===== config.mk =====
export PLATFORM = sky130hd
export DESIGN_NAME = utf16_high_byte_rle_decoder_flat
export DESIGN_NICKNAME = d
export VERILOG_FILES = /design/src/rtl/uhrd_pkg.sv /design/src/rtl/uhrd_in_if.sv /design/src/rtl/uhrd_out_if.sv /design/src/rtl/utf16_high_byte_rle_decoder.sv /design/src/rtl/uhrd_core.sv /design/src/rtl/uhrd_outq.sv /design/src/flat_wrapper.sv
export SDC_FILE = /design/constraint.sdc
export NUM_CORES = 1
export LEC_CHECK = 0
export BUFFER_PORTS_ARGS = -buffer_cell sky130_fd_sc_hd__buf_2
export CELL_PAD_IN_SITES_DETAIL_PLACEMENT = 0
export CELL_PAD_IN_SITES_GLOBAL_PLACEMENT = 1
export CORE_MARGIN = 10
export CORE_UTILIZATION = 46
export CTS_CLUSTER_DIAMETER = 120
export DETAILED_ROUTE_END_ITERATION = 7
export PLACE_DENSITY = 0.88
export SETUP_SLACK_MARGIN = 0.4
export SLEW_MARGIN = 20
export SYNTH_ARGS = -nofsm -noshare
export SYNTH_HDL_FRONTEND = slang
export SYNTH_HIERARCHICAL = 1
export SYNTH_SLANG_ARGS = --single-unit

===== constraint.sdc =====
create_clock -name i_clk -period 4.4 [get_ports i_clk]
set_clock_uncertainty 0.15 [all_clocks]
set_input_delay 0.88 -clock i_clk [delete_from_list [all_inputs] [get_ports i_clk]]
set_output_delay 0.88 -clock i_clk [all_outputs]
set_load 0.005 [all_outputs]

===== src/rtl/uhrd_pkg.sv =====
// Package: shared types and constants of the UTF-16 high-byte RLE decoder.
`default_nettype none

package uhrd_pkg;

    // Decoded bytes per code unit.
    localparam logic [16:0] UNIT_BYTES = 17'd2;

    // Register reset value.
    localparam logic [15:0] CAPACITY_RESET = 16'hFFFF;

    // Result kinds.
    localparam logic [1:0] KIND_UNIT = 2'd0;
    localparam logic [1:0] KIND_END  = 2'd1;
    localparam logic [1:0] KIND_OVF  = 2'd2;

    // Result queue geometry.
    localparam int unsigned QUEUE_DEPTH = 4;
    localparam int unsigned QUEUE_AW    = 2;
    localparam int unsigned QUEUE_CW    = 3;

    // Decoder phase, one-hot.
    typedef enum logic [2:0] {
        PH_COUNT = 3'b001,
        PH_HIGH  = 3'b010,
        PH_LIT   = 3'b100
    } t_phase;

    typedef struct packed {
        logic [1:0]  kind;
        logic [15:0] code_unit;
        logic [15:0] bytes_total;
        logic        end_mark;
    } t_result;

    // Up to two results made by one input item; v1 implies v0.
    typedef struct packed {
        logic    v0;
        logic    v1;
        t_result r0;
        t_result r1;
    } t_push;

endpackage

`default_nettype wire


===== src/rtl/uhrd_in_if.sv =====
// Interface: input byte channel.
`default_nettype none

interface uhrd_in_if;
    logic       valid;
    logic       ready;
    logic [7:0] data_byte;
    logic       final_byte;

    modport source (output valid, output data_byte, output final_byte, input ready);
    modport sink   (input valid, input data_byte, input final_byte, output ready);
endinterface

`default_nettype wire


===== src/rtl/uhrd_out_if.sv =====
// Interface: result channel.
`default_nettype none

interface uhrd_out_if;
    logic        valid;
    logic        ready;
    logic [1:0]  kind;
    logic [15:0] code_unit;
    logic [15:0] bytes_total;
    logic        end_mark;

    modport source (output valid, output kind, output code_unit, output bytes_total,
                    output end_mark, input ready);
    modport sink   (input valid, input kind, input code_unit, input bytes_total,
                    input end_mark, output ready);
endinterface

`default_nettype wire


===== src/rtl/utf16_high_byte_rle_decoder.sv =====
// Top level: UTF-16 high-byte run-length decoder.
// Results are registered in the result queue as their input item is accepted.
// Throughput: one input item per cycle while the queue has room; a final byte
//   that ends a unit or an overflow makes two results, which leave one by one.
// Rate is set by the one-result-per-cycle output port and the 4-entry queue.
// Reset (synchronous, active low): phase to count byte, counters and overflow
//   flag cleared, capacity register to 65535, result queue emptied.
`default_nettype none

module utf16_high_byte_rle_decoder (
    input  wire logic        i_clk,
    input  wire logic        i_rst_n,
    uhrd_in_if.sink          i_in,
    uhrd_out_if.source       o_out,
    input  wire logic        i_cfg_wr_en,
    input  wire logic [15:0] i_cfg_wr_data
);

    uhrd_pkg::t_push   push;
    uhrd_pkg::t_result head;
    logic              room;
    logic              take;

    // Ready depends only on queue room, so an item can enter every cycle
    // while earlier results drain.
    assign i_in.ready = room;
    assign take       = i_in.valid && room;

    // Segment decoding: count byte, shared high byte, then literal low bytes.
    uhrd_core u_core (
        .i_clk         (i_clk),
        .i_rst_n       (i_rst_n),
        .i_take        (take),
        .i_data_byte   (i_in.data_byte),
        .i_final_byte  (i_in.final_byte),
        .i_cfg_wr_en   (i_cfg_wr_en),
        .i_cfg_wr_data (i_cfg_wr_data),
        .o_push        (push)
    );

    // Results queue; decouples decode from a stalled sink.
    uhrd_outq u_outq (
        .i_clk   (i_clk),
        .i_rst_n (i_rst_n),
        .i_push  (push),
        .i_pop   (o_out.ready),
        .o_valid (o_out.valid),
        .o_head  (head),
        .o_room  (room)
    );

    assign o_out.kind        = head.kind;
    assign o_out.code_unit   = head.code_unit;
    assign o_out.bytes_total = head.bytes_total;
    assign o_out.end_mark    = head.end_mark;

endmodule

`default_nettype wire


===== src/rtl/uhrd_core.sv =====
// Decode core: segment state, capacity register and result generation.
`default_nettype none

module uhrd_core (
    input  wire logic            i_clk,
    input  wire logic            i_rst_n,
    input  wire logic            i_take,
    input  wire logic [7:0]      i_data_byte,
    input  wire logic            i_final_byte,
    input  wire logic            i_cfg_wr_en,
    input  wire logic [15:0]     i_cfg_wr_data,
    output uhrd_pkg::t_push      o_push
);

    uhrd_pkg::t_phase r_phase, n_phase;
    logic [7:0]       r_remaining, n_remaining;
    logic [7:0]       r_high, n_high;
    logic [15:0]      r_written, n_written;
    logic             r_overflowed, n_overflowed;
    logic [15:0]      r_capacity;
    logic             fits;
    uhrd_pkg::t_push  push;

    // 17-bit sum so a full count does not wrap.
    assign fits = ({1'b0, r_written} + uhrd_pkg::UNIT_BYTES) <= {1'b0, r_capacity};

    always_comb begin
        n_phase      = r_phase;
        n_remaining  = r_remaining;
        n_high       = r_high;
        n_written    = r_written;
        n_overflowed = r_overflowed;
        push         = '0;
        if (i_take) begin
            if (!r_overflowed) begin
                unique case (r_phase)
                    uhrd_pkg::PH_HIGH: begin
                        n_high  = i_data_byte;
                        n_phase = (r_remaining != 8'd0) ? uhrd_pkg::PH_LIT
                                                        : uhrd_pkg::PH_COUNT;
                    end
                    uhrd_pkg::PH_LIT: begin
                        if (!fits) begin
                            n_overflowed        = 1'b1;
                            push.v0             = 1'b1;
                            push.r0.kind        = uhrd_pkg::KIND_OVF;
                            push.r0.bytes_total = r_written;
                        end else begin
                            n_written           = r_written + 16'd2;
                            push.v0             = 1'b1;
                            push.r0.kind        = uhrd_pkg::KIND_UNIT;
                            push.r0.code_unit   = {r_high, i_data_byte};
                            push.r0.bytes_total = n_written;
                            n_remaining         = r_remaining - 8'd1;
                            if (r_remaining == 8'd1) begin
                                n_phase = uhrd_pkg::PH_COUNT;
                            end
                        end
                    end
                    default: begin
                        n_remaining = i_data_byte;
                        n_phase     = uhrd_pkg::PH_HIGH;
                    end
                endcase
            end
            if (i_final_byte) begin
                // End result follows any unit or overflow result.
                if (push.v0) begin
                    push.v1             = 1'b1;
                    push.r1.kind        = uhrd_pkg::KIND_END;
                    push.r1.bytes_total = n_written;
                    push.r1.end_mark    = 1'b1;
                end else begin
                    push.v0             = 1'b1;
                    push.r0.kind        = uhrd_pkg::KIND_END;
                    push.r0.bytes_total = n_written;
                    push.r0.end_mark    = 1'b1;
                end
                n_phase      = uhrd_pkg::PH_COUNT;
                n_remaining  = 8'd0;
                n_high       = 8'd0;
                n_written    = 16'd0;
                n_overflowed = 1'b0;
            end
        end
    end

    assign o_push = push;

    always_ff @(posedge i_clk) begin
        if (!i_rst_n) begin
            r_phase      <= uhrd_pkg::PH_COUNT;
            r_remaining  <= 8'd0;
            r_high       <= 8'd0;
            r_written    <= 16'd0;
            r_overflowed <= 1'b0;
            r_capacity   <= uhrd_pkg::CAPACITY_RESET;
        end else begin
            r_phase      <= n_phase;
            r_remaining  <= n_remaining;
            r_high       <= n_high;
            r_written    <= n_written;
            r_overflowed <= n_overflowed;
            if (i_cfg_wr_en) begin
                r_capacity <= i_cfg_wr_data;
            end
        end
    end

endmodule

`default_nettype wire


===== src/rtl/uhrd_outq.sv =====
// Result queue: takes up to two results a cycle, gives one.
`default_nettype none

module uhrd_outq (
    input  wire logic                   i_clk,
    input  wire logic                   i_rst_n,
    input  wire uhrd_pkg::t_push        i_push,
    input  wire logic                   i_pop,
    output logic                        o_valid,
    output uhrd_pkg::t_result           o_head,
    output logic                        o_room
);

    uhrd_pkg::t_result                   r_mem [uhrd_pkg::QUEUE_DEPTH];
    logic [uhrd_pkg::QUEUE_AW-1:0]       r_wr_ptr, n_wr_ptr;
    logic [uhrd_pkg::QUEUE_AW-1:0]       r_rd_ptr, n_rd_ptr;
    logic [uhrd_pkg::QUEUE_CW-1:0]       r_count, n_count;
    logic [uhrd_pkg::QUEUE_CW-1:0]       push_n;
    logic                                pop_ok;

    assign o_valid = (r_count != '0);
    assign o_head  = r_mem[r_rd_ptr];
    // Room for the worst case of two results.
    assign o_room  = (r_count <= uhrd_pkg::QUEUE_CW'(uhrd_pkg::QUEUE_DEPTH - 2));
    assign pop_ok  = i_pop && o_valid;

    always_comb begin
        push_n   = uhrd_pkg::QUEUE_CW'(i_push.v0) + uhrd_pkg::QUEUE_CW'(i_push.v1);
        n_wr_ptr = r_wr_ptr + push_n[uhrd_pkg::QUEUE_AW-1:0];
        n_rd_ptr = r_rd_ptr + uhrd_pkg::QUEUE_AW'(pop_ok);
        n_count  = r_count + push_n - uhrd_pkg::QUEUE_CW'(pop_ok);
    end

    always_ff @(posedge i_clk) begin
        if (i_push.v0) begin
            r_mem[r_wr_ptr] <= i_push.r0;
        end
        if (i_push.v1) begin
            r_mem[r_wr_ptr + uhrd_pkg::QUEUE_AW'(1)] <= i_push.r1;
        end
    end

    always_ff @(posedge i_clk) begin
        if (!i_rst_n) begin
            r_wr_ptr <= '0;
            r_rd_ptr <= '0;
            r_count  <= '0;
        end else begin
            r_wr_ptr <= n_wr_ptr;
            r_rd_ptr <= n_rd_ptr;
            r_count  <= n_count;
        end
    end

endmodule

`default_nettype wire

===== src/flat_wrapper.sv =====
// flat-port wrapper written by rule: the top's interface ports become plain ports
module utf16_high_byte_rle_decoder_flat 
  (i_clk, i_rst_n, i_cfg_wr_en, i_cfg_wr_data, i_in_valid, i_in_data_byte, i_in_final_byte, i_in_ready, o_out_valid, o_out_kind, o_out_code_unit, o_out_bytes_total, o_out_end_mark, o_out_ready);
  uhrd_in_if i_in_i ();
  uhrd_out_if o_out_i ();
  input  wire logic i_clk;
  input  wire logic i_rst_n;
  input  wire logic i_cfg_wr_en;
  input  wire logic [15:0] i_cfg_wr_data;
  input wire logic [$bits(i_in_i.valid)-1:0] i_in_valid;
  input wire logic [$bits(i_in_i.data_byte)-1:0] i_in_data_byte;
  input wire logic [$bits(i_in_i.final_byte)-1:0] i_in_final_byte;
  output wire logic [$bits(i_in_i.ready)-1:0] i_in_ready;
  output wire logic [$bits(o_out_i.valid)-1:0] o_out_valid;
  output wire logic [$bits(o_out_i.kind)-1:0] o_out_kind;
  output wire logic [$bits(o_out_i.code_unit)-1:0] o_out_code_unit;
  output wire logic [$bits(o_out_i.bytes_total)-1:0] o_out_bytes_total;
  output wire logic [$bits(o_out_i.end_mark)-1:0] o_out_end_mark;
  input wire logic [$bits(o_out_i.ready)-1:0] o_out_ready;
  assign i_in_i.valid = i_in_valid;
  assign i_in_i.data_byte = i_in_data_byte;
  assign i_in_i.final_byte = i_in_final_byte;
  assign i_in_ready = i_in_i.ready;
  assign o_out_valid = o_out_i.valid;
  assign o_out_kind = o_out_i.kind;
  assign o_out_code_unit = o_out_i.code_unit;
  assign o_out_bytes_total = o_out_i.bytes_total;
  assign o_out_end_mark = o_out_i.end_mark;
  assign o_out_i.ready = o_out_ready;
  utf16_high_byte_rle_decoder u_core (.i_clk(i_clk), .i_rst_n(i_rst_n), .i_in(i_in_i), .o_out(o_out_i), .i_cfg_wr_en(i_cfg_wr_en), .i_cfg_wr_data(i_cfg_wr_data));
endmodule

==> summary.md, run 1 <==
| Metric | Value |
|---|---|
| Status | finished, final reports clean |
| P_int | 0.003303 W |
| PwrDens | 364.7 nW/um^2 |
| MaxCap Viol Count | 0 |
| Routed Antenna Nets | 0 |
| Crit Reg-Reg Startpoint | u_core/u_core/r_written[1] |
| Nets | 1,020 |
| Worst slew pin tran | 0.9730 ns |
| Delay-heaviest family, CP | simple AND/OR/NAND/NOR gates |
| Row count | 57 |
| DP Worst Slack | 0.3258 ns |
| Largest net degree at the start of global routing | 49 |
| Max VDD drop | 0.2913 mV |
| Grt met3 use | 3.542% |
| CP Cell Sequence | ha_4 > nand3_1 > nor3_1 > and3_2 > xor2_1 > ha_1 > nand3_2 > or3_4 > o21bai_4 > buf_4 > a21oi_4 > buf_4 > a31oi_1 > a31oi_1 > mux2_2 |
| Vias per cell | 5.536 |
| Setup ws final | 0.5365 ns |
| Final hold vios | 0 |
| Height of the die | 177.0 um |
| Worst Path Buf+Inv | 2 |
| Initial antenna violation count | 0 |
| DP Wirelength | 17.10 mm |
| Most used routing layer | met2 |
| Critical path fanouts, max | 18 |
| WL/cell | 19.45 um |
| DR vias | 7,208 |
| Setup TNS Final | 0 ns |
| IO buf count | 66 |
| Final Non-Filler Cells | 1,302 |
| Max-slew violation count | 0 |
| Area of the mapped netlist | 11,330 um^2 |
| Synth warn | 6 |
| Register bit total from synthesis | 198 |
| GRT Overall Usage | 16.31% |
| Post-synth ARST share | 0% |
| GPL Wtd Cong | 0.9241 |
| CTS buffer count | 17 |
| WP data required | 4.44 ns |
| H-tree levels | 4 |
| Final clock period utilization by the worst path | 87.81% |
| Minimum clock period | 3.864 ns |
| Synth area leader | edfxtp_1 |
| Leakage | 4.766 nW |
| Mean Syn Cell Area | 12.47 um^2 |
| Combinational power share | 18.3% |
| Clock transition at the registers of the reported paths | 0.08 ns |
| Worst-case clock buffer depth | 2 |
| Sequential share of the synthesized area | 47.34% |
| Yosys top cell area share | 37.10% |
| Max_slew headroom | 34.88% |
| Hold path startpoint | u_core/u_core/r_remaining[3] |
| Initial Util | 46.73% |
| Worst Setup End Kind | flop |
| Remaining Overflow, GRT | 0 |
| Switch share | 28.54% |
| Fmax | 258.8 MHz |
| Worst Reg-to-Reg Cells | 15 |
| DIE WIDTH | 177.0 um |
| Overall routed net length | 25.33 mm |
| Hold-fix buffers, CTS | 0 |
| Area contributors post-synth | edfxtp_1 (37%), mux2_2 (14%), dfxtp_1 (10%), mux4_2 (7.0%), ha_1 (2.6%) |
| Placed instance count | 1,267 |
| Met2 Use GR | 25.52% |
| Synthesized instance count | 909 |
| Routing usage on met1 | 21.93% |
| Die area | 31,310 um^2 |
| Hold path depth | 2 |
| Synth-to-Final Area Change | 11.86% |
| Critical-path top delay cell | or3_4 |
| Clock share of power | 35.0% |
| CTS tree | yes |
| Vias in the first global route | 7,296 |
| Worst setup SP type | flop |
| Clk sinks | 198 |
| Crit Path Class | flop to flop |
| Root buf cell | clkbuf_16 |
| Instance count on the critical path | 15 |
| Iter 0 DRT Violations | 507 |
| Share of cells above drive strength 1 | 36.50% |
| Core area | 24,250 um^2 |
| First-pass GRT wire length | 40.55 mm |
| Num ports | 67 |
| Worst setup path start | u_core/u_core/r_written[1] |
| DR DRC count | 0 |
| CP peak stage delay | 0.43 ns |
| Drt pass-1 iters | 5 |
| Class of the worst hold path | flop to flop |
| Post-synth EDFFs | 140 |
| RSZ-0062 raised after global routing | no |
| WP data arrival | 3.91 ns |
| Reg power frac | 46.7% |
| Skew-Pair Late Insertion Delay | 0.44 ns |
| Synth unique cells | 69 |
| Finish-stage setup viols | 0 |
| Switch Pwr | 0.001319 W |
| Number of inserted diodes | 0 |
| Primary FF master, synth | edfxtp_1 |
[cells in the mapped netlist (all sizes together) (18+ instances only)]
cell type / number
mux2: 141
edfxtp: 140
buf: 60
dfxtp: 58
nand2: 57
nor2: 42
mux4: 35
a21oi: 32
inv: 29
a31oi: 27
and2: 25
ha: 24
o211ai: 24
clkbuf: 23
o21ai: 22
xor2: 18
[worst register-to-register path, cell delays in order, from the launching register on]
cell and delay (ns):
dfxtp_4 0.41, ha_4 0.19, nand3_1 0.11, nor3_1 0.22, and3_2 0.27, xor2_1 0.09, ha_1 0.31, nand3_2 0.12
or3_4 0.43, o21bai_4 0.20, buf_4 0.18, a21oi_4 0.06, buf_4 0.23, a31oi_1 0.21, a31oi_1 0.13, mux2_2 0.32
[per-stage QoR]
step           hold WS, ns  util (%)  total power, W  instance area [um^2]
2_1_floorplan       0.2820         -        0.002772                 11400
3_3_place_gp        0.3028     49.29        0.003057                 11950
3_5_place_dp        0.3083     49.29        0.003071                 11950
4_1_cts             0.3260     51.92        0.004668                 12590
5_1_grt             0.3509     52.28        0.004820                 12680
6_report            0.3237     52.28        0.004623                 12680
[per-layer routing]
metal	share of wire [%]	routed length (um)
met2	46	11740
met4	2.0	505
met1	46	11600
met5	0	0
met3	5.8	1481
[what timing repair did]
action / in CTS / in global routing
pin swaps: 1 / 3
cloned: 0 / 0
gates resized for setup: 2 / 18
setup buffers: 1 / 1
endpoints found under the setup margin: 104 / 126
[final cells by class]
class | count | area [um^2]
Clock buffer | 17 | 425.4
Clock inverter | 15 | 197.7
Fill cell | 2072 | 11570
Inverter | 29 | 108.9
Multi-Input combinational cell | 617 | 5484
Sequential cell | 198 | 5380
Tap cell | 324 | 405.4
Timing Repair Buffer | 102 | 674.4
[cells in the final DEF, fill, tap and decap left out, types with 25 or more instances in the layout]
cell type    n
nor2_1      39
mux4_2      35
buf_2       66
mux2_2     139
inv_1       28
edfxtp_1   140
buf_4       30
nand2_1     54
and2_1      25
dfxtp_1     52
a21oi_1     30
a31oi_1     27
[sequential cells by signal, indices dropped and copies added (netlist names)]
name and cells:
u_core/u_core/r_written 15, u_core/u_core/r_capacity 16, u_core/u_core/r_overflowed 1, u_core/u_core/r_high 8
u_core/u_outq/r_wr_ptr 2, u_core/u_core/r_phase 3, u_core/u_outq/r_rd_ptr 2, u_core/u_outq/r_count 3
u_core/u_core/r_remaining 8, u_core/u_outq/r_mem 140
[logic make-up (layout without fill, tap and decap cells)]
logic type | count (synthesis) | in the layout | synth area share [%]
buf+inv | 112 | 163 | 5.598
other cells | 1 | 19 | 0.03309
compound gates | 142 | 142 | 9.109
simple gates | 214 | 214 | 10.64
flops | 198 | 198 | 47.34
xor+xnor | 35 | 35 | 2.948
fa+ha+maj | 25 | 25 | 2.827
mux | 182 | 182 | 21.50
[path summary, 6_finish.rpt]
kind | endpoint | slack [ns]
min reg2reg | u_core/u_core/r_remaining[3] | 0.32
max reg2reg | u_core/u_outq/r_mem[0][4] | 0.54
max | u_core/u_outq/r_mem[0][4] | 0.54
min | u_core/u_core/r_remaining[3] | 0.32
[power groups by stage]
stage / Sequential, W / Clock (W) / Combinational [W]
finish: 0.00216 / 0.00162 / 0.000847
global route: 0.00217 / 0.00171 / 0.000936
CTS: 0.00216 / 0.00164 / 0.000867
detailed placement: 0.00221 / 0 / 0.000864
global placement: 0.00220 / 0 / 0.000854
floorplan: 0.00215 / 0 / 0.000623
(Power assumes the default switching activity.)
==> run 2, diff against run 1 <==
--- a/config.mk
+++ b/config.mk
@@ -5,15 +5,17 @@
 export SDC_FILE = /design/constraint.sdc
 export NUM_CORES = 1
 export LEC_CHECK = 0
+export ABC_AREA = 1
 export BUFFER_PORTS_ARGS = -buffer_cell sky130_fd_sc_hd__buf_2
 export CELL_PAD_IN_SITES_DETAIL_PLACEMENT = 0
 export CELL_PAD_IN_SITES_GLOBAL_PLACEMENT = 1
 export CORE_MARGIN = 10
-export CORE_UTILIZATION = 46
+export CORE_UTILIZATION = 42
 export CTS_CLUSTER_DIAMETER = 120
 export DETAILED_ROUTE_END_ITERATION = 7
 export PLACE_DENSITY = 0.88
 export SETUP_SLACK_MARGIN = 0.4
+export SKIP_LAST_GASP = 1
 export SLEW_MARGIN = 20
 export SYNTH_ARGS = -nofsm -noshare
 export SYNTH_HDL_FRONTEND = slang
==> run 2 against run 1 <==
Net effect:
- design area rose by 1.3%
- count of clock-buffer cells in the layout did not move
- critical path depth rose by 6
- core utilization fell by 4.6 points
- combinational power rose by 50%
- sequential cell count did not move
- sequential power rose by 7%
- register-to-register slack improved by 0.02 ns
- total power rose by 13%
- final cell count rose by 43%
- non-clock buffer count fell by 10
- largest cell class is now flip-flops and latches
==> summary.md, run 2 <==
| Metric | Value |
|---|---|
| Status | finished, final reports clean |
| Critical path fanouts, max | 8 |
| Synthesized instance count | 1,474 |
| Synth area leader | edfxtp_1 |
| Mean Syn Cell Area | 7.787 um^2 |
| Num ports | 67 |
| Skew-Pair Late Insertion Delay | 0.44 ns |
| Vias per cell | 5.126 |
| Synth-to-Final Area Change | 11.88% |
| Post-synth top cells | nand2_1 (394), o21ai_0 (210), inv_1 (202), edfxtp_1 (140), a21oi_1 (95) |
| Worst Setup End Kind | flop |
| Crit Path Class | flop to flop |
| Row count | 60 |
| Sequential share of the synthesized area | 46.74% |
| Switch share | 33.40% |
| Placed Instance Area | 11,990 um^2 |
| Delay-heaviest family, CP | simple AND/OR/NAND/NOR gates |
| Max_slew headroom | 23.90% |
| Max VDD drop | 0.2173 mV |
| Routed wl met3 | 1.484 mm |
| Synth warn | 6 |
| DR DRC count | 0 |
| Max FFs per register | 140 |
| Clock share of power | 31.1% |
| Clk sinks | 198 |
| PwrDens | 406.5 nW/um^2 |
| CP Cell Sequence | ha_2 > nand3_1 > nor2_2 > nand2_1 > nor2_4 > nand2_1 > xor2_2 > inv_1 > ha_1 > nand2_1 > nor2_1 > nand4_1 > nor2_4 > nand3b_4 > buf_4 > nand3_1 > nand2_1 > nand2_1 > o22ai_1 > nand2_1 > o21ai_0 |
| Nets | 1,559 |
| RSZ-0062 raised after global routing | no |
| Post-synth EDFFs | 140 |
| Minimum clock period | 3.843 ns |
| Initial Util | 42.59% |
| MaxCap Viol Count | 0 |
| Final hold vios | 0 |
| Remaining Overflow, GRT | 0 |
| Top-count cell post-synth | nand2_1 |
| Largest net degree at the start of global routing | 105 |
| Share of cells above drive strength 1 | 12.33% |
| Yosys top cell area share | 36.63% |
| GRT Overall Usage | 16.62% |
| Top routing layer used | met4 |
| Top Registers | u_core/u_outq/r_mem (140), u_core/u_core/r_capacity (16), u_core/u_core/r_written (15) |
| H-tree levels | 4 |
| Max-slew violation count | 0 |
| Post-synth ARST share | 0% |
| Leakage | 5.192 nW |
| WL/cell | 15.16 um |
| Fmax | 260.2 MHz |
| Overall routed net length | 28.18 mm |
| CTS tree | yes |
| Die area | 34,340 um^2 |
| Routed Antenna Nets | 0 |
| M1 wire length | 13.07 mm |
| Vias in the first global route | 8,922 |
| DP Wirelength | 18.58 mm |
| WP data arrival | 3.84 ns |
| Worst Path Buf+Inv | 2 |
| Clock transition at the registers of the reported paths | 0.08 ns |
| Worst setup SP type | flop |
| Most common cell after layout, fill and taps aside | nand2_1 |
| Root buf cell | clkbuf_16 |
| Core area | 26,950 um^2 |
| Switch Pwr | 0.001743 W |
| Primary FF master, synth | edfxtp_1 |
| Area of the mapped netlist | 11,480 um^2 |
| Reg power frac | 44.4% |
| WP data required | 4.40 ns |
| Combinational power share | 24.4% |
| Height of the die | 185.3 um |
| Area contributors post-synth | edfxtp_1 (37%), nand2_1 (13%), dfxtp_1 (10%), o21ai_0 (9.2%), inv_1 (6.6%) |
| Critical-path top delay cell | dfxtp_2 |
| Class of the worst hold path | flop to flop |
| Fillers | 2,509 |
| Crit path top cell by count | nand2_1 |
| DIE WIDTH | 185.3 um |
| Worst slew pin tran | 1.137 ns |
| Design area | 12,840 um^2 |
| Most frequent cells in the layout | nand2_1 (394), o21ai_0 (207), inv_1 (202) |
| Register bit total from synthesis | 198 |
| CTS buffer count | 17 |
| CP peak stage delay | 0.37 ns |
| IO buf count | 66 |
| Iter 0 DRT Violations | 750 |
| Drt pass-1 iters | 5 |
| GPL Wtd Cong | 0.8683 |
| P_int | 0.003477 W |
| Pwr Total | 0.005220 W |
| Reg with most FFs | u_core/u_outq/r_mem |
| Finish-stage setup viols | 0 |
| Final clock period utilization by the worst path | 87.34% |
| Initial antenna violation count | 1 |
| DR vias | 9,529 |
| First-pass GRT wire length | 45.98 mm |
| Synth unique cells | 45 |
| Met2 WL | 13.02 mm |
| Worst-case clock buffer depth | 2 |
[run 2: cells by family after synthesis]
logic type / synth area share, %
AND/OR/NAND/NOR: 20.30
AO/OA/AOI/OAI: 17.36
buffers and inverters: 11.55
flip-flops: 46.74
adder cells (fa/ha/maj): 2.791
XOR/XNOR: 1.221
other: 0.03267
[run 2: worst reg2reg max path, delay by kind of cell, from the launching register on]
family	cells	cell delay [ns]
simple gates	14	1.86
fa+ha+maj	2	0.48
flops	1	0.37
buf+inv	2	0.30
compound gates	2	0.23
xor+xnor	1	0.17
[run 2: power groups by stage]
stage                     clock network, W  registers [W]  logic [W]
after global routing               0.00174        0.00235    0.00147
after CTS                          0.00165        0.00232    0.00128
final                              0.00163        0.00232    0.00127
after detailed placement                 0        0.00236    0.00128
after floorplan                          0        0.00223   0.000950
after global placement                   0        0.00236    0.00126
[run 2: stage by stage]
stage	utilization [%]	setup TNS [ns]	std cells	hold slack (ns)	setup slack [ns]
after floorplan	-	-66.24	1492	0.2893	-0.4732
after global placement	44.50	0	1817	0.3035	0.4770
after detailed placement	44.50	0	1817	0.3077	0.4054
after CTS	46.81	0	1849	0.3185	0.4013
after global routing	47.65	0	1859	0.3356	0.3843
final	47.65	0	1859	0.3196	0.5570
[run 2: final timing paths]
path,slack [ns],from,depth (start not counted),to
worst max-delay path,0.56,u_core/u_core/r_written[1],21,u_core/u_outq/r_mem[0][16]
worst min register to register,0.32,u_core/u_core/r_high[4],2,u_core/u_core/r_high[4]
worst max register to register,0.56,u_core/u_core/r_written[1],21,u_core/u_outq/r_mem[0][16]
worst min-delay path,0.32,u_core/u_core/r_high[4],2,u_core/u_core/r_high[4]
[run 2: timing repair]
action                                  CTS  global route
endpoints found under the setup margin    8           137
cloned                                    0             3
gates resized for setup                   2            29
hold buffers                              0             0
buffers inserted                          0             6
pin swaps                                 0             3
[run 2: layout make-up]
type	instances	area, um^2	share of cell area [%]
antenna	1	2.502	0.01949
clock buffer	17	425.4	3.313
clock inverter	15	186.4	1.452
inverter	209	789.5	6.148
multi-input combinational	986	5089	39.62
sequential	198	5373	41.84
tap	341	426.7	3.322
timing repair buffer	92	550.5	4.287
[run 2: routing by layer]
| layer | GRT usage [%] | up-vias |
|---|---|---|
| met5 | 0 | - |
| met4 | 5.787 | 0 |
| met3 | 2.586 | 38 |
| met2 | 26.91 | 277 |
| met1 | 22.03 | 4331 |
| li1 | - | 4883 |
==> run 3, diff against run 2 <==
--- a/config.mk
+++ b/config.mk
@@ -7,13 +7,13 @@
 export LEC_CHECK = 0
 export ABC_AREA = 1
 export BUFFER_PORTS_ARGS = -buffer_cell sky130_fd_sc_hd__buf_2
+export CAP_MARGIN = 10
 export CELL_PAD_IN_SITES_DETAIL_PLACEMENT = 0
 export CELL_PAD_IN_SITES_GLOBAL_PLACEMENT = 1
 export CORE_MARGIN = 10
-export CORE_UTILIZATION = 42
-export CTS_CLUSTER_DIAMETER = 120
+export CORE_UTILIZATION = 46
 export DETAILED_ROUTE_END_ITERATION = 7
-export PLACE_DENSITY = 0.88
+export PLACE_DENSITY = 0.91
 export SETUP_SLACK_MARGIN = 0.4
 export SKIP_LAST_GASP = 1
 export SLEW_MARGIN = 20
==> constraint.sdc (replaced) <==
create_clock -name i_clk -period 3.7 [get_ports i_clk]
set_clock_uncertainty 0.15 [all_clocks]
set_input_delay 0.74 -clock i_clk [delete_from_list [all_inputs] [get_ports i_clk]]
set_output_delay 0.74 -clock i_clk [all_outputs]
set_load 0.005 [all_outputs]
==> run 3 against run 2 <==
Net effect:
- critical path depth decreased by 2
- total power increased by 19%
- global-route usage increased by 1.8 points
- wire length increased by 4.0%
- first-iteration DRC count increased by 34%
- via count increased by 2.7%
- die area decreased by 7.8%
- register-to-register slack got worse by 0.31 ns
- final cell count increased by 1.1%
- sequential share of layout area decreased by 1.9 points
==> summary.md, run 3 (synthesized netlist as in run 2, its figures left out) <==
| Metric | Value |
|---|---|
| Status | finished, final reports clean |
| DIE WIDTH | 178.0 um |
| Register area | 5386 um^2 |
| Nets | 1,600 |
| Class of the worst hold path | flop to flop |
| Overall routed net length | 29.30 mm |
| Vias in the first global route | 9,173 |
| Minimum clock period | 3.449 ns |
| PwrDens | 462.5 nW/um^2 |
| First-pass GRT wire length | 47.09 mm |
| Skew-Pair Late Insertion Delay | 0.43 ns |
| Die area | 31,670 um^2 |
| DR vias | 9,784 |
| Iter 0 DRT Violations | 1,002 |
| Area occupied by multi-input gates | 5480 um^2 |
| CP Cell Sequence | ha_4 > nand3_4 > nor2_4 > nand2_2 > buf_4 > buf_4 > xor2_1 > inv_1 > ha_1 > nand4_1 > nor2_1 > nand2_2 > buf_12 > nand2_8 > nand3_2 > nand4_1 > o21ai_2 > nand2_1 > o21ai_2 |
| Reg power frac | 43.1% |
| Switch share | 32.62% |
| Height of the die | 178.0 um |
| Most common cell after layout, fill and taps aside | nand2_1 |
| Clock share of power | 30.0% |
| Remaining Overflow, GRT | 0 |
| Num ports | 67 |
| Max-slew violation count | 0 |
| MaxCap Viol Count | 0 |
| WP data required | 3.71 ns |
| Worst Setup End Kind | flop |
| Switch Pwr | 0.002034 W |
| CTS buffer count | 17 |
| DR DRC count | 0 |
| Reg with most FFs | u_core/u_outq/r_mem |
| Synth-to-Final Area Change | 17.46% |
| CTS tree | yes |
| Vias per cell | 5.204 |
| Routed Antenna Nets | 0 |
| Crit Path Class | flop to flop |
| Max VDD drop | 0.2621 mV |
| RSZ-0062 raised after global routing | yes |
| Final Non-Filler Cells | 1,880 |
| Max FFs per register | 140 |
| Max_slew headroom | 29.03% |
| WL/cell | 15.59 um |
| Critical-path top delay cell | dfxtp_4 |
| Worst-case clock buffer depth | 2 |
| Clk sinks | 198 |
| Initial Util | 46.92% |
| Worst slew pin tran | 1.062 ns |
| Fillers | 2,203 |
| H-tree levels | 4 |
| Drt pass-1 iters | 6 |
| Share of cells above drive strength 1 | 18.89% |
| DP Wirelength | 19.59 mm |
| IO buf count | 66 |
| CP peak stage delay | 0.37 ns |
| GRT Overall Usage | 18.40% |
| Most frequent cells in the layout | nand2_1 (386), inv_1 (194), o21ai_0 (169) |
| WP data arrival | 3.46 ns |
| GPL Wtd Cong | 0.8621 |
| Finish-stage setup viols | 0 |
| Final core occ | 55.12% |
| Core area | 24,460 um^2 |
| Leakage | 5.427 nW |
| Row count | 57 |
| Largest net degree at the start of global routing | 71 |
| Root buf cell | clkbuf_16 |
| Initial antenna violation count | 1 |
| Fmax | 289.9 MHz |
| Final clock period utilization by the worst path | 93.22% |
| Critical path fanouts, max | 4 |
| Worst setup SP type | flop |
| Final hold vios | 0 |
| Placed instance count | 1,826 |
| Combinational power share | 26.9% |
| P_int | 0.004202 W |
| Clock transition at the registers of the reported paths | 0.07 ns |
| Top Registers | u_core/u_outq/r_mem (140), u_core/u_core/r_capacity (16), u_core/u_core/r_written (15) |
| Number of inserted diodes | 0 |
## run 3: cell types whose count changed in the layout (fill, tap and decap cells not counted), moves of 10 or more
cell and delta:
o21ai_0 -38, buf_4 +37, o21ai_1 +23, nand3_1 -15
o21ai_2 +15, nand3_2 +14, nor2_1 -10
## run 3: metal layers
metal / share of wire (%) / GRT usage, % / vias up / wire length, um
li1: - / - / 4962 / -
met3: 5.5 / 2.805 / 39 / 1617
met4: 2.0 / 6.044 / 0 / 576
met1: 45 / 23.92 / 4513 / 13070
met2: 48 / 30.70 / 270 / 14040
met5: 0 / 0 / - / 0
## run 3: what timing repair did
action                     in CTS  in global routing
pin swaps                      46                 54
setup buffers                  13                  5
setup endpoints to repair     155                156
gates cloned                    6                  0
hold buffers                    0                  0
resized for setup              85                 80
## run 3: worst paths after layout
path,cells after the start,slack [ns],startpoint,endpoint
worst max-delay path,19,0.25,u_core/u_core/r_written[1],u_core/u_outq/r_mem[2][3]
worst min-delay path,2,0.32,u_core/u_core/r_capacity[1],u_core/u_core/r_capacity[1]
worst max register to register,19,0.25,u_core/u_core/r_written[1],u_core/u_outq/r_mem[2][3]
worst min register to register,2,0.32,u_core/u_core/r_capacity[1],u_core/u_core/r_capacity[1]
## run 3: critical path: cells and delay by family (launching register included)
family,cells,cell delay (ns)
adder cells (fa/ha/maj),2,0.43
buffers and inverters,4,0.51
XOR/XNOR,1,0.27
flip-flops,1,0.37
AND/OR/NAND/NOR,10,1.24
AO/OA/AOI/OAI,2,0.18
## run 3: stage by stage
| step | instance area (um^2) | TNS (ns) | worst slack (ns) | power (W) | hold slack (ns) |
|---|---|---|---|---|---|
| after floorplan | 11570 | 0 | 0.03583 | 0.003778 | 0.2893 |
| after global placement | 12160 | 0 | 0.06093 | 0.004321 | 0.2991 |
| after detailed placement | 12160 | -0.01919 | -0.01052 | 0.004353 | 0.3071 |
| after CTS | 13170 | 0 | 0.3294 | 0.006237 | 0.3214 |
| after global routing | 13480 | 0 | 0.06965 | 0.006613 | 0.3524 |
| final | 13480 | 0 | 0.2509 | 0.006236 | 0.3196 |
## run 3: layout make-up
| class | instances | share of cell area [%] |
|---|---|---|
| Sequential cell | 198 | 39.95 |
| Inverter | 209 | 5.911 |
| Tap cell | 324 | 3.007 |
| Multi-Input combinational cell | 989 | 40.65 |
| Clock inverter | 13 | 1.169 |
| Timing Repair Buffer | 130 | 6.162 |
| Clock buffer | 17 | 3.155 |
## run 3: power by group through the flow
stage / combinational [W] / clock (W) / sequential [W]
after floorplan: 0.00113 / 0 / 0.00264
after global placement: 0.00159 / 0 / 0.00273
after detailed placement: 0.00162 / 0 / 0.00273
after CTS: 0.00166 / 0.00189 / 0.00269
after global routing: 0.00191 / 0.00199 / 0.00271
final: 0.00168 / 0.00187 / 0.00269
